**config.mk**
```make
export PLATFORM = sky130hd
export DESIGN_NAME = humidity_sensor_frame_decoder_top_flat
export DESIGN_NICKNAME = d
export VERILOG_FILES = /design/src/design/hsfd_pkg.sv /design/src/design/hsfd_in_if.sv /design/src/design/hsfd_out_if.sv /design/src/design/hsfd_cfg_if.sv /design/src/design/hsfd_frame.sv /design/src/design/hsfd_conv.sv /design/src/design/humidity_sensor_frame_decoder_top.sv /design/src/flat_wrapper.sv
export SDC_FILE = /design/constraint.sdc
export NUM_CORES = 1
export LEC_CHECK = 0
export ABC_AREA = 1
export CAP_MARGIN = 20
export CORE_MARGIN = 1.5
export CORE_UTILIZATION = 40
export CTS_BUF_LIST = sky130_fd_sc_hd__clkbuf_16
export DETAILED_ROUTE_END_ITERATION = 16
export DONT_BUFFER_PORTS = 1
export PLACE_DENSITY = 0.65
export SLEW_MARGIN = 20
export SYNTH_ARGS = -nofsm -noshare
export SYNTH_HDL_FRONTEND = slang
export SYNTH_SLANG_ARGS = --single-unit
export TNS_END_PERCENT = 100
```
**constraint.sdc**
```tcl
create_clock -name i_clk -period 12.9 [get_ports i_clk]
set_input_delay 2.58 -clock i_clk [delete_from_list [all_inputs] [get_ports i_clk]]
set_output_delay 2.58 -clock i_clk [all_outputs]
set_load 0.005 [all_outputs]
```
**src/design/hsfd_pkg.sv**
```systemverilog
// Shared types, constants and arithmetic helpers for the humidity sensor frame decoder.
// No dependencies; every other design file imports this package.
`timescale 1ns / 1ps

package hsfd_pkg;

    localparam logic [7:0]         CRC_INIT   = 8'hFF;
    localparam logic [7:0]         CRC_POLY   = 8'h31;
    localparam logic [14:0]        TEMP_SCALE = 15'd17500;
    localparam logic [13:0]        HUM_SCALE  = 14'd10000;
    localparam logic signed [15:0] TEMP_BIAS  = 16'sd4500;
    localparam logic signed [15:0] TEMP_LOW   = -16'sd6500;
    localparam logic signed [15:0] TEMP_HIGH  = 16'sd15000;

    // Position of the next byte within the six-byte frame
    typedef enum logic [5:0] {
        POS_T_HI  = 6'b000001,
        POS_T_LO  = 6'b000010,
        POS_T_CRC = 6'b000100,
        POS_H_HI  = 6'b001000,
        POS_H_LO  = 6'b010000,
        POS_H_CRC = 6'b100000
    } t_pos;

    typedef enum logic [1:0] {
        STATUS_OK       = 2'd0,
        STATUS_TEMP_BAD = 2'd1,
        STATUS_HUM_BAD  = 2'd2
    } t_status;

    // Frame tracker -> conversion unit
    typedef struct packed {
        logic        temp_word_done;
        logic        last;
        t_status     status;
        logic [15:0] temp_word;
        logic [15:0] hum_word;
    } t_frame_evt;

    // CRC-8, MSB first, one byte
    function automatic logic [7:0] crc8_update(input logic [7:0] acc, input logic [7:0] data);
        logic [7:0] c;
        c = acc ^ data;
        for (int k = 0; k < 8; k++) begin
            c = c[7] ? ({c[6:0], 1'b0} ^ CRC_POLY) : {c[6:0], 1'b0};
        end
        return c;
    endfunction

    // floor(p / 65535) for p < 2^31: p = q0*65535 + (q0 + lo), remainder below 2*65535
    function automatic logic [14:0] div65535(input logic [30:0] p);
        logic [14:0] q0;
        logic [16:0] r;
        q0 = p[30:16];
        r  = {1'b0, p[15:0]} + {2'b00, q0};
        return q0 + {14'd0, (r >= 17'd65535)};
    endfunction

endpackage

```
**src/design/hsfd_in_if.sv**
```systemverilog
// Input byte channel of the frame decoder.
// Depends on hsfd_pkg.
`timescale 1ns / 1ps

interface hsfd_in_if import hsfd_pkg::*; ();
    logic       valid;
    logic       ready;
    logic [7:0] rx_byte;
    logic       frame_begin;

    modport source (output valid, output rx_byte, output frame_begin, input ready);
    modport sink   (input valid, input rx_byte, input frame_begin, output ready);
endinterface

```
**src/design/hsfd_out_if.sv**
```systemverilog
// Result channel of the frame decoder.
// Depends on hsfd_pkg.
`timescale 1ns / 1ps

interface hsfd_out_if import hsfd_pkg::*; ();
    logic               valid;
    logic               ready;
    logic signed [14:0] temperature_centi;
    logic [13:0]        humidity_centi;
    logic [1:0]         status;

    modport source (output valid, output temperature_centi, output humidity_centi,
                    output status, input ready);
    modport sink   (input valid, input temperature_centi, input humidity_centi,
                    input status, output ready);
endinterface

```
**src/design/hsfd_cfg_if.sv**
```systemverilog
// Configuration write channel: temperature offset register.
// Depends on hsfd_pkg.
`timescale 1ns / 1ps

interface hsfd_cfg_if import hsfd_pkg::*; ();
    logic               valid;
    logic               ready;
    logic signed [11:0] temperature_offset;

    modport source (output valid, output temperature_offset, input ready);
    modport sink   (input valid, input temperature_offset, output ready);
endinterface

```
**src/design/hsfd_frame.sv**
```systemverilog
// Frame tracker: byte position, running CRC, captured words and CRC verdicts.
// Depends on hsfd_pkg.
`timescale 1ns / 1ps

module hsfd_frame import hsfd_pkg::*; (
    input  logic       i_clk,
    input  logic       i_rst_n,
    input  logic       i_step,
    input  logic [7:0] i_byte,
    input  logic       i_begin,
    output t_frame_evt o_evt
);

    t_pos        r_pos,       n_pos;
    logic [7:0]  r_crc,       n_crc;
    logic [15:0] r_temp_word, n_temp_word;
    logic [15:0] r_hum_word,  n_hum_word;
    logic        r_temp_bad,  n_temp_bad;
    t_pos        w_pos;

    always_comb begin
        w_pos       = i_begin ? POS_T_HI : r_pos;
        n_pos       = r_pos;
        n_crc       = r_crc;
        n_temp_word = r_temp_word;
        n_hum_word  = r_hum_word;
        n_temp_bad  = r_temp_bad;
        o_evt.temp_word_done = 1'b0;
        o_evt.last           = 1'b0;
        o_evt.status         = STATUS_OK;
        o_evt.temp_word      = r_temp_word;
        o_evt.hum_word       = r_hum_word;
        unique case (w_pos)
            POS_T_LO: begin
                n_crc       = crc8_update(r_crc, i_byte);
                n_temp_word = {r_temp_word[15:8], i_byte};
                n_pos       = POS_T_CRC;
            end
            POS_T_CRC: begin
                n_temp_bad = (r_crc != i_byte);
                n_crc      = CRC_INIT;
                n_pos      = POS_H_HI;
                o_evt.temp_word_done = 1'b1;
            end
            POS_H_HI: begin
                n_crc      = crc8_update(CRC_INIT, i_byte);
                n_hum_word = {i_byte, 8'h00};
                n_pos      = POS_H_LO;
            end
            POS_H_LO: begin
                n_crc      = crc8_update(r_crc, i_byte);
                n_hum_word = {r_hum_word[15:8], i_byte};
                n_pos      = POS_H_CRC;
            end
            POS_H_CRC: begin
                n_crc      = CRC_INIT;
                n_pos      = POS_T_HI;
                o_evt.last = 1'b1;
                // first failing check wins
                if (r_temp_bad) begin
                    o_evt.status = STATUS_TEMP_BAD;
                end else if (r_crc != i_byte) begin
                    o_evt.status = STATUS_HUM_BAD;
                end
            end
            default: begin
                // byte zero, also any unreachable position
                n_crc       = crc8_update(CRC_INIT, i_byte);
                n_temp_word = {i_byte, 8'h00};
                n_pos       = POS_T_LO;
            end
        endcase
    end

    always_ff @(posedge i_clk) begin
        if (!i_rst_n) begin
            r_pos       <= POS_T_HI;
            r_crc       <= CRC_INIT;
            r_temp_word <= '0;
            r_hum_word  <= '0;
            r_temp_bad  <= 1'b0;
        end else if (i_step) begin
            r_pos       <= n_pos;
            r_crc       <= n_crc;
            r_temp_word <= n_temp_word;
            r_hum_word  <= n_hum_word;
            r_temp_bad  <= n_temp_bad;
        end
    end

    a_crc_cleared_after_check: assert property (@(posedge i_clk) disable iff (!i_rst_n)
        i_step && (o_evt.last || o_evt.temp_word_done) |=> r_crc == CRC_INIT)
        else $error("running CRC not restarted after a check byte");

    a_frame_wraps: assert property (@(posedge i_clk) disable iff (!i_rst_n)
        i_step && o_evt.last |=> r_pos == POS_T_HI)
        else $error("frame did not wrap to byte zero after the last byte");

    a_begin_restarts: assert property (@(posedge i_clk) disable iff (!i_rst_n)
        i_step && i_begin |=> r_pos == POS_T_LO)
        else $error("frame start byte not taken as byte zero");

endmodule

```
**src/design/hsfd_conv.sv**
```systemverilog
// Conversion unit: raw words to centi-degrees and centi-percent, offset and saturation.
// Depends on hsfd_pkg (event struct, scaling constants, div65535).
`timescale 1ns / 1ps

module hsfd_conv import hsfd_pkg::*; (
    input  logic               i_clk,
    input  logic               i_step,
    input  t_frame_evt         i_evt,
    input  logic signed [11:0] i_offset,
    output logic signed [14:0] o_temp_centi,
    output logic [13:0]        o_hum_centi,
    output t_status            o_status
);

    logic [14:0]        r_temp_q;
    logic [30:0]        w_temp_prod;
    logic [30:0]        w_hum_prod;
    logic [14:0]        w_hum_q;
    logic signed [15:0] w_temp_sum;
    logic signed [15:0] w_temp_sat;

    // temperature scaling happens on the temperature CRC byte, leaving the
    // last byte only the offset add and clamp
    assign w_temp_prod = {15'd0, i_evt.temp_word} * {16'd0, TEMP_SCALE};
    assign w_hum_prod  = {15'd0, i_evt.hum_word} * {17'd0, HUM_SCALE};
    assign w_hum_q     = div65535(w_hum_prod);

    always_ff @(posedge i_clk) begin
        if (i_step && i_evt.temp_word_done) begin
            r_temp_q <= div65535(w_temp_prod);
        end
    end

    always_comb begin
        w_temp_sum = $signed({1'b0, r_temp_q}) - TEMP_BIAS
                   + $signed({{4{i_offset[11]}}, i_offset});
        if (w_temp_sum < TEMP_LOW) begin
            w_temp_sat = TEMP_LOW;
        end else if (w_temp_sum > TEMP_HIGH) begin
            w_temp_sat = TEMP_HIGH;
        end else begin
            w_temp_sat = w_temp_sum;
        end
    end

    always_comb begin
        o_status = i_evt.status;
        if (i_evt.status == STATUS_OK) begin
            o_temp_centi = w_temp_sat[14:0];
            o_hum_centi  = w_hum_q[13:0];
        end else begin
            o_temp_centi = '0;
            o_hum_centi  = '0;
        end
    end

    a_temp_q_range: assert property (@(posedge i_clk)
        $past(i_step && i_evt.temp_word_done) |-> r_temp_q <= TEMP_SCALE)
        else $error("scaled temperature above full scale");

    a_hum_range: assert property (@(posedge i_clk)
        i_step && i_evt.last |-> o_hum_centi <= HUM_SCALE)
        else $error("humidity above full scale");

    a_temp_clamped: assert property (@(posedge i_clk)
        i_step && i_evt.last |-> o_temp_centi >= $signed(TEMP_LOW[14:0])
                                 && o_temp_centi <= $signed(TEMP_HIGH[14:0]))
        else $error("temperature outside clamp range");

endmodule

```
**src/design/humidity_sensor_frame_decoder_top.sv**
```systemverilog
// Channel      | Dir | Payload                                        | Transaction
// i_in         | in  | rx_byte[7:0], frame_begin                      | one frame byte
// o_out        | out | temperature_centi[14:0] s, humidity_centi[13:0], status[1:0] | one result
// i_cfg        | in  | temperature_offset[11:0] s                     | offset write
//
// One byte per cycle sustained while the result register is free; the last byte of
// a frame gives its result through the input register, then the result register.
// The result register holds a pending result while the next frame's bytes are
// taken; only a last byte meeting an occupied, stalled result register waits.
// Synchronous active-low reset: frame restarts at byte zero, offset clears to 0.
// Depends on hsfd_pkg, the three channel interfaces, hsfd_frame and hsfd_conv.
`timescale 1ns / 1ps

module humidity_sensor_frame_decoder_top import hsfd_pkg::*; (
    input  logic       i_clk,
    input  logic       i_rst_n,
    hsfd_in_if.sink    i_in,
    hsfd_out_if.source o_out,
    hsfd_cfg_if.sink   i_cfg
);

    logic               r_in_valid;
    logic [7:0]         r_in_byte;
    logic               r_in_begin;
    logic signed [11:0] r_temp_offset;
    logic               r_out_valid;
    logic signed [14:0] r_out_temp;
    logic [13:0]        r_out_hum;
    t_status            r_out_status;

    t_frame_evt         w_evt;
    logic               w_out_free;
    logic               w_advance;
    logic signed [14:0] w_temp_centi;
    logic [13:0]        w_hum_centi;
    t_status            w_status;

    assign w_out_free = !r_out_valid || o_out.ready;
    assign w_advance  = r_in_valid && (!w_evt.last || w_out_free);

    assign i_in.ready  = !r_in_valid || w_advance;
    assign i_cfg.ready = 1'b1;

    assign o_out.valid             = r_out_valid;
    assign o_out.temperature_centi = r_out_temp;
    assign o_out.humidity_centi    = r_out_hum;
    assign o_out.status            = r_out_status;

    hsfd_frame u_frame (
        .i_clk   (i_clk),
        .i_rst_n (i_rst_n),
        .i_step  (w_advance),
        .i_byte  (r_in_byte),
        .i_begin (r_in_begin),
        .o_evt   (w_evt)
    );

    hsfd_conv u_conv (
        .i_clk        (i_clk),
        .i_step       (w_advance),
        .i_evt        (w_evt),
        .i_offset     (r_temp_offset),
        .o_temp_centi (w_temp_centi),
        .o_hum_centi  (w_hum_centi),
        .o_status     (w_status)
    );

    always_ff @(posedge i_clk) begin
        if (!i_rst_n) begin
            r_in_valid <= 1'b0;
        end else if (i_in.valid && i_in.ready) begin
            r_in_valid <= 1'b1;
        end else if (w_advance) begin
            r_in_valid <= 1'b0;
        end
    end

    always_ff @(posedge i_clk) begin
        if (i_in.valid && i_in.ready) begin
            r_in_byte  <= i_in.rx_byte;
            r_in_begin <= i_in.frame_begin;
        end
    end

    always_ff @(posedge i_clk) begin
        if (!i_rst_n) begin
            r_temp_offset <= '0;
        end else if (i_cfg.valid) begin
            r_temp_offset <= i_cfg.temperature_offset;
        end
    end

    always_ff @(posedge i_clk) begin
        if (!i_rst_n) begin
            r_out_valid <= 1'b0;
        end else if (w_advance && w_evt.last) begin
            r_out_valid <= 1'b1;
        end else if (o_out.ready) begin
            r_out_valid <= 1'b0;
        end
    end

    always_ff @(posedge i_clk) begin
        if (w_advance && w_evt.last) begin
            r_out_temp   <= w_temp_centi;
            r_out_hum    <= w_hum_centi;
            r_out_status <= w_status;
        end
    end

    a_fail_zeroes: assert property (@(posedge i_clk) disable iff (!i_rst_n)
        r_out_valid && r_out_status != STATUS_OK |-> r_out_temp == '0 && r_out_hum == '0)
        else $error("failed frame carries nonzero values");

    a_in_hold: assert property (@(posedge i_clk) disable iff (!i_rst_n)
        r_in_valid && !w_advance |=> r_in_valid && $stable(r_in_byte) && $stable(r_in_begin))
        else $error("stalled byte lost from input register");

    a_no_overwrite: assert property (@(posedge i_clk) disable iff (!i_rst_n)
        r_out_valid && !o_out.ready |-> !(w_advance && w_evt.last))
        else $error("pending result overwritten");

    a_status_code: assert property (@(posedge i_clk) disable iff (!i_rst_n)
        r_out_valid |-> r_out_status == STATUS_OK || r_out_status == STATUS_TEMP_BAD
                        || r_out_status == STATUS_HUM_BAD)
        else $error("undefined status code on result");

endmodule
```
**src/flat_wrapper.sv**
```systemverilog
// flat-port wrapper written by rule: the top's interface ports become plain ports
module humidity_sensor_frame_decoder_top_flat import hsfd_pkg::*;
  (i_clk, i_rst_n, i_in_valid, i_in_rx_byte, i_in_frame_begin, i_in_ready, o_out_valid, o_out_temperature_centi, o_out_humidity_centi, o_out_status, o_out_ready, i_cfg_valid, i_cfg_temperature_offset, i_cfg_ready);
  hsfd_in_if i_in_i ();
  hsfd_out_if o_out_i ();
  hsfd_cfg_if i_cfg_i ();
  input  logic i_clk;
  input  logic i_rst_n;
  input wire logic [$bits(i_in_i.valid)-1:0] i_in_valid;
  input wire logic [$bits(i_in_i.rx_byte)-1:0] i_in_rx_byte;
  input wire logic [$bits(i_in_i.frame_begin)-1:0] i_in_frame_begin;
  output wire logic [$bits(i_in_i.ready)-1:0] i_in_ready;
  output wire logic [$bits(o_out_i.valid)-1:0] o_out_valid;
  output wire logic [$bits(o_out_i.temperature_centi)-1:0] o_out_temperature_centi;
  output wire logic [$bits(o_out_i.humidity_centi)-1:0] o_out_humidity_centi;
  output wire logic [$bits(o_out_i.status)-1:0] o_out_status;
  input wire logic [$bits(o_out_i.ready)-1:0] o_out_ready;
  input wire logic [$bits(i_cfg_i.valid)-1:0] i_cfg_valid;
  input wire logic [$bits(i_cfg_i.temperature_offset)-1:0] i_cfg_temperature_offset;
  output wire logic [$bits(i_cfg_i.ready)-1:0] i_cfg_ready;
  assign i_in_i.valid = i_in_valid;
  assign i_in_i.rx_byte = i_in_rx_byte;
  assign i_in_i.frame_begin = i_in_frame_begin;
  assign i_in_ready = i_in_i.ready;
  assign o_out_valid = o_out_i.valid;
  assign o_out_temperature_centi = o_out_i.temperature_centi;
  assign o_out_humidity_centi = o_out_i.humidity_centi;
  assign o_out_status = o_out_i.status;
  assign o_out_i.ready = o_out_ready;
  assign i_cfg_i.valid = i_cfg_valid;
  assign i_cfg_i.temperature_offset = i_cfg_temperature_offset;
  assign i_cfg_ready = i_cfg_i.ready;
  humidity_sensor_frame_decoder_top u_core (.i_clk(i_clk), .i_rst_n(i_rst_n), .i_in(i_in_i), .o_out(o_out_i), .i_cfg(i_cfg_i));
endmodule
```
==> results of run 1 <==
[through the flow]
stage / hold WS [ns] / area [um2] / worst slack, ns
2_1_floorplan: 0.4373 / 13860 / 6.311
3_3_place_gp: 0.4560 / 14340 / 5.619
3_5_place_dp: 0.4580 / 14340 / 5.551
4_1_cts: 0.4663 / 14960 / 5.518
5_1_grt: 0.4818 / 14990 / 4.929
6_report: 0.4644 / 14990 / 5.517
[power by group]
part / total, mW / internal, mW / switching (mW)
Sequential: 0.417 / 0.401 / 0.0159
Clock: 0.494 / 0.317 / 0.176
Combinational: 0.366 / 0.136 / 0.230
[routing by layer]
layer  share of wire (%)  track usage (%)  wire length, um
met1                  48            23.84            15080
met3                 3.5            2.910             1079
met2                  47            31.07            14680
met5                   0                0                0
met4                 1.1            3.877              346
[critical path: cells and delay by family (launching register included)]
family	cells	cell delay [ns]
adder cells (fa/ha/maj)	9	3.15
AND/OR/NAND/NOR	16	1.85
AO/OA/AOI/OAI	6	1.05
flip-flops	1	0.42
buffers and inverters	6	0.36
XOR/XNOR	1	0.29
[Yosys cell counts (all sizes together) (37+ instances only)]
library cell and count:
xnor2 37, o21ai 62, fa 83, nand2 329
dfxtp 61, edfxtp 55, nor2 130, a21oi 137
ha 225, inv 387, xor2 49, nand3 88
[worst paths after layout]
kind | from | endpoint | depth (start not counted)
setup / recovery | u_core.u_frame.r_hum_word[4] | u_core.o_out.humidity_centi[10] | 38
hold / removal | u_core.u_frame.r_pos[3] | u_core.u_frame.r_pos[3] | 2
setup reg to reg | u_core.u_frame.r_hum_word[4] | u_core.o_out.humidity_centi[10] | 38
hold reg to reg | u_core.u_frame.r_pos[3] | u_core.u_frame.r_pos[3] | 2
[state kept, by name (all words and copies together), names as in the netlist]
signal / cells
u_core.u_frame.r_crc: 8
u_core.u_frame.r_temp_bad: 1
u_core.u_frame.r_hum_word: 16
u_core.u_frame.r_pos: 6
u_core.o_out.valid: 1
u_core.r_in_valid: 1
u_core.r_in_begin: 1
u_core.o_out.status: 2
u_core.u_conv.r_temp_q: 15
u_core.o_out.humidity_centi: 14
u_core.r_in_byte: 8
u_core.u_frame.r_temp_word: 16
u_core.r_temp_offset: 12
u_core.o_out.temperature_centi: 15
[cell families (layout without fill, tap and decap cells)]
kind of cell / after synthesis / in the layout / share of synthesized area (%)
and+or+nand+nor: 612 / 612 / 19.39
buffers and inverters: 413 / 426 / 11.30
adders and majority gates: 308 / 308 / 32.30
AOI/OAI and AO/OA: 247 / 247 / 10.08
DFF: 116 / 116 / 20.73
xor gates and xnor gates: 86 / 86 / 6.166
other: 1 / 1 / 0.02706
[layout make-up]
class	instances	area [um2]
clock buffer	20	500.5
sequential	116	2873
inverter	391	1468
fill	3370	18800
multi-input combinational	1254	9419
timing repair buffer	3	42.54
clock inverter	12	123.9
tap	448	560.5
==> out/results.tsv, run 1 <==
stage	metric	value	unit
status	status	finished clean	
timing	Slew @ Worst Pin	0.7467	ns
synth	register area share after synthesis	20.73	%
flow_run	max_cap viols	0	
floorplan	Die Area	35770	um2
floorplan	die width	189.1	um
global_routing	GRT Total Usage	18.07	%
worst_setup_path	critical path capture point type	register	
placement	placed cell count	2211	
routing	Residual DRC	0	
timing	pins over their slew limit	0	
final_layout	layout cell share with drive strength beyond 1	4.733	%
synth	Avg Inst Size Synth	7.772	um2
synth	Mapped Nets	2117	
power_and_ir_drop	Peak VDD IR	88.77	uV
floorplan	number of cell rows	67	
final_layout	Antenna Cells	0	
timing	final setup fails	0	
synth	Async S/R FF share, synth	0	%
routing	initial drt markers	531	
timing	min cycle time layout	7.383	ns
worst_setup_path	required time of the critical path	13.08	ns
synth	synth top area cells	ha_1 20%, fa_1 12%, edfxtp_1 12%	
clock_network	Root Driver	clkbuf_16	
synth	Post-Syn Area	13860	um2
worst_setup_path	Setup CP Type	reg2reg	
synth	register bit total from synthesis	116	
synth	Post-synth top flop	dfxtp_1	
clock_network	CTS clock-pin slew for the worst setup and hold paths	0.06	ns
synth	area share of the largest cell type after synthesis	20.31	%
global_routing	vias in the first global route	10928	
final_layout	Layout Area Growth over Synthesis	8.144	%
timing	RSZ-0062 raised after global routing	false	
placement	Final HPWL DP	26520	um
timing	Fmax	135.4	MHz
hold_path	HP Class	reg2reg	
synth	EDFF count, synth	55	
routing	Via Count	11081	
timing	Layout Skew	0.01043	ns
placement	Port Buffers	0	
global_routing	Overflow after GRT	0	
synth	post-synth cell types	58	
worst_setup_path	crit path max fanout	7	
floorplan	I/O pin count	60	
worst_setup_path	R2R Setup Slk	5.52	ns
global_routing	antenna violations before repair	0	
floorplan	core area	33780	um2
worst_setup_path	Critical Path AT	7.56	ns
synth	Mapped Cells	1783	
floorplan	Die Ht	189.1	um
timing	final hold violation count	0	
worst_setup_path	largest stage delay on the critical path	0.56	ns
clock_network	Clock Latency Late Sink	0.43	ns
worst_setup_path	Slowest-stage cell, CP	fa_1	
final_layout	post-layout util	44.36	%
power_and_ir_drop	pwr/cell area	85.20	nW/um2
final_layout	Nets	2117	
clock_network	CTS tree	yes	
routing	routed wire length	31180	um
timing	Fin Setup TNS	0	ns
final_layout	most common cell after layout, fill and taps aside	inv_1	
power_and_ir_drop	standby leakage power	7.885	nW
timing	Slew HR	50.10	%
final_layout	commonest non-fill, non-tap cells in the layout	386 x inv_1, 320 x nand2_1, 225 x ha_1	
synth	Yosys warning count	0	
clock_network	postcts setup bufs	0	
placement	GPL Wtd Cong	0.9162	
clock_network	# H-tree levels	4	
worst_setup_path	CP startpoint kind	register	
clock_network	number of buffers created by CTS	17	
synth	area leader, netlist	ha_1	
power_and_ir_drop	Tot Pwr	1.277	mW
clock_network	Max clock buf depth	2	
floorplan	starting density of the core	41.02	%
clock_network	# hold bufs at CTS	0	
final_layout	final cell count without fillers	2244	
routing	routed vias/inst	4.938	
routing	WL per Instance	13.90	um
global_routing	first-pass GRT wire length	52540	um
routing	first-pass iteration count of the detailed router	5	
global_routing	largest net degree at the start of global routing	36	
clock_network	clock sink count	116	
timing	Tcrit/Tclk final	57.23	%
clock_network	CTS resizes	0	
routing	DRT antenna net count	0	
No activity file was read; power rests on OpenSTA's default activity.
==> run 2: changes to the inputs <==
--- a/config.mk
+++ b/config.mk
@@ -5,7 +5,7 @@
 export SDC_FILE = /design/constraint.sdc
 export NUM_CORES = 1
 export LEC_CHECK = 0
-export ABC_AREA = 1
+export ABC_AREA = 0
 export CAP_MARGIN = 20
 export CORE_MARGIN = 1.5
 export CORE_UTILIZATION = 40
==> constraint.sdc (replaced) <==
create_clock -name i_clk -period 7.5 [get_ports i_clk]
set_input_delay 1.5 -clock i_clk [delete_from_list [all_inputs] [get_ports i_clk]]
set_output_delay 1.5 -clock i_clk [all_outputs]
set_load 0.005 [all_outputs]
==> out/results.tsv, run 2 <==
stage	metric	value	unit
status	status	finished clean	
floorplan	core area	33530	um2
worst_setup_path	crit path max fanout	3	
hold_path	Hold Path End	u_core.u_frame.r_crc[5]	
timing	RSZ-0062 raised after global routing	true	
clock_network	number of buffers created by CTS	17	
routing	DRT antenna net count	0	
routing	routed vias/inst	5.013	
floorplan	Die Ht	187.5	um
clock_network	Max clock buf depth	2	
global_routing	first-pass GRT wire length	51540	um
routing	WL per Instance	14.91	um
routing	initial drt markers	394	
final_layout	commonest non-fill, non-tap cells in the layout	256 x inv_1, 187 x ha_1, 173 x buf_4	
synth	Yosys warning count	0	
synth	Async S/R FF share, synth	0	%
global_routing	GRT Total Usage	17.98	%
timing	pins over their slew limit	0	
routing	first-pass iteration count of the detailed router	5	
synth	Avg Inst Size Synth	9.018	um2
final_layout	layout cell share with drive strength beyond 1	22.70	%
hold_path	HP Class	reg2reg	
power_and_ir_drop	Peak VDD IR	151.3	uV
clock_network	Root Driver	clkbuf_16	
clock_network	CTS tree	yes	
power_and_ir_drop	pwr/cell area	121.8	nW/um2
routing	Residual DRC	0	
synth	Mapped Cells	1510	
worst_setup_path	cell family with most CP delay	adder cells	
final_layout	Layout Area Growth over Synthesis	22.59	%
synth	area share of the largest cell type after synthesis	20.67	%
floorplan	starting density of the core	40.61	%
synth	register bit total from synthesis	116	
worst_setup_path	R2R Setup Slk	0.05	ns
timing	final setup fails	0	
routing	Via Count	10637	
worst_setup_path	required time of the critical path	7.80	ns
global_routing	antenna violations before repair	0	
synth	Mapped Nets	1844	
synth	Post-synth top flop	dfxtp_1	
floorplan	I/O pin count	60	
hold_path	cell count of the worst hold path	2	
synth	synth top area cells	ha_1 21%, fa_1 12%, edfxtp_1 12%	
flow_run	max_cap viols	0	
worst_setup_path	Setup CP Type	reg2reg	
timing	Fmax	134.3	MHz
timing	Tcrit/Tclk final	99.31	%
worst_setup_path	Crit path top cell by count	ha_4	
clock_network	Clock Latency Late Sink	0.43	ns
synth	Post-Syn Area	13620	um2
global_routing	vias in the first global route	10517	
final_layout	Top Registers	u_core.u_frame.r_hum_word x16, u_core.u_frame.r_temp_word x16	
worst_setup_path	critical path capture point type	register	
timing	Layout Skew	0.009297	ns
timing	Slew @ Worst Pin	0.9797	ns
floorplan	Die Area	35160	um2
timing	final hold violation count	0	
hold_path	hold path startpoint	u_core.u_frame.r_crc[5]	
clock_network	# hold bufs at CTS	0	
clock_network	CTS clock-pin slew for the worst setup and hold paths	0.06	ns
global_routing	Overflow after GRT	0	
worst_setup_path	Critical Path AT	7.75	ns
floorplan	number of cell rows	67	
power_and_ir_drop	standby leakage power	8.090	nW
worst_setup_path	Slowest-stage cell, CP	or4_4	
synth	area leader, netlist	ha_1	
synth	Synth top cells by count	271 x inv_1, 225 x ha_1, 85 x nand2_1	
final_layout	post-layout util	49.78	%
timing	Slew HR	34.53	%
global_routing	largest net degree at the start of global routing	62	
worst_setup_path	CP startpoint kind	register	
final_layout	Nets	1995	
worst_setup_path	largest stage delay on the critical path	0.55	ns
worst_setup_path	number of buffers and inverters on the critical path	6	
floorplan	die width	187.5	um
placement	Port Buffers	0	
clock_network	clock sink count	116	
routing	routed wire length	31640	um
final_layout	Antenna Cells	0	
placement	GPL Wtd Cong	0.8978	
synth	EDFF count, synth	55	
synth	most frequent cell after synthesis	inv_1	
placement	Final HPWL DP	25450	um
timing	min cycle time layout	7.449	ns
final_layout	most common cell after layout, fill and taps aside	inv_1	
timing	hold slack	0.5057	ns
worst_setup_path	Critical R2R Capture	u_core.o_out.humidity_centi[12]	
worst_setup_path	Reg2Reg Depth	34	
synth	post-synth cell types	82	
synth	register area share after synthesis	21.10	%
worst_setup_path	reg2reg start	u_core.u_frame.r_hum_word[7]	
clock_network	# H-tree levels	4	
## run 2: cell count changes in the layout (fill, tap and decap cells not counted), sizes merged, moves of 19 or more
cell / change
o21ai: -19
nor2b: +43
buf: +170
mux2i: +25
nand2b: +20
a21o: +20
a21boi: +21
inv: -115
nand2: -244
a21oi: -65
nor2: -62
nand3: -47
xnor2: +39
## run 2: logic make-up after synthesis
family	after synthesis	synth area share, %
buffers and inverters	312	8.647
other	1	0.02754
DFF	116	21.10
xor gates and xnor gates	118	7.691
AOI/OAI and AO/OA	264	13.26
and+or+nand+nor	361	14.15
muxes	30	2.251
adders and majority gates	308	32.88
## run 2: through the flow
stage	worst slack (ns)	cells	TNS [ns]	total power [mW]	cell area (um2)
3_5_place_dp	-0.2972	2071	-1.745	1.229	15210
6_report	0.05144	2122	0	2.034	16690
3_3_place_gp	-0.1337	2071	-0.4768	1.219	15210
5_1_grt	-0.2564	2122	-1.051	2.139	16690
4_1_cts	0.002218	2106	0	2.002	15870
2_1_floorplan	-0.003129	1510	-0.003129	1.070	13650
## run 2: worst max-delay path by stage
stage / startpoint / end / slack [ns] / cells after the start
2_1_floorplan: u_core.u_frame.r_hum_word[8] / u_core.o_out.humidity_centi[12] / -0.003 / 35
3_3_place_gp: u_core.u_frame.r_hum_word[6] / u_core.o_out.humidity_centi[12] / -0.13 / 33
3_5_place_dp: u_core.u_frame.r_hum_word[6] / u_core.o_out.humidity_centi[8] / -0.30 / 34
4_1_cts: u_core.u_frame.r_hum_word[5] / u_core.o_out.humidity_centi[8] / 0.002 / 35
5_1_grt: u_core.u_frame.r_hum_word[7] / u_core.o_out.humidity_centi[12] / -0.26 / 34
6_report: u_core.u_frame.r_hum_word[7] / u_core.o_out.humidity_centi[12] / 0.05 / 34
## run 2: tightest hold or removal path, stage by stage, from the launching register on
cell	delay [ns]
dfxtp_1	0.32
nand2_1	0.06
o211ai_1	0.08
## run 2: final cells by class
class,instances,area (um2)
fill,3076,16840
multi-input combinational,1082,10360
sequential,116,2905
timing repair buffer,173,1299
inverter,271,1020
tap,448,560.5
clock buffer,18,450.4
clock inverter,14,102.6
## run 2: metal layers
metal  GRT usage [%]  vias up  routed length [um]
met5               0        -                   0
met4           4.492        0                 431
met3           2.452       24                 863
met2           29.28      161               14680
met1           25.14     5052               15660
li1                -     5400                   -
## run 2: what timing repair did
item,CTS,global route
endpoints found under the hold margin,0,0
endpoints found under the setup margin,14,27
buffers inserted,3,16
resized for setup,18,141
pin swaps,9,103
## run 2: power breakdown
part	internal, mW	switching [mW]
Sequential	0.683	0.0242
Combinational	0.260	0.299
Clock	0.443	0.324
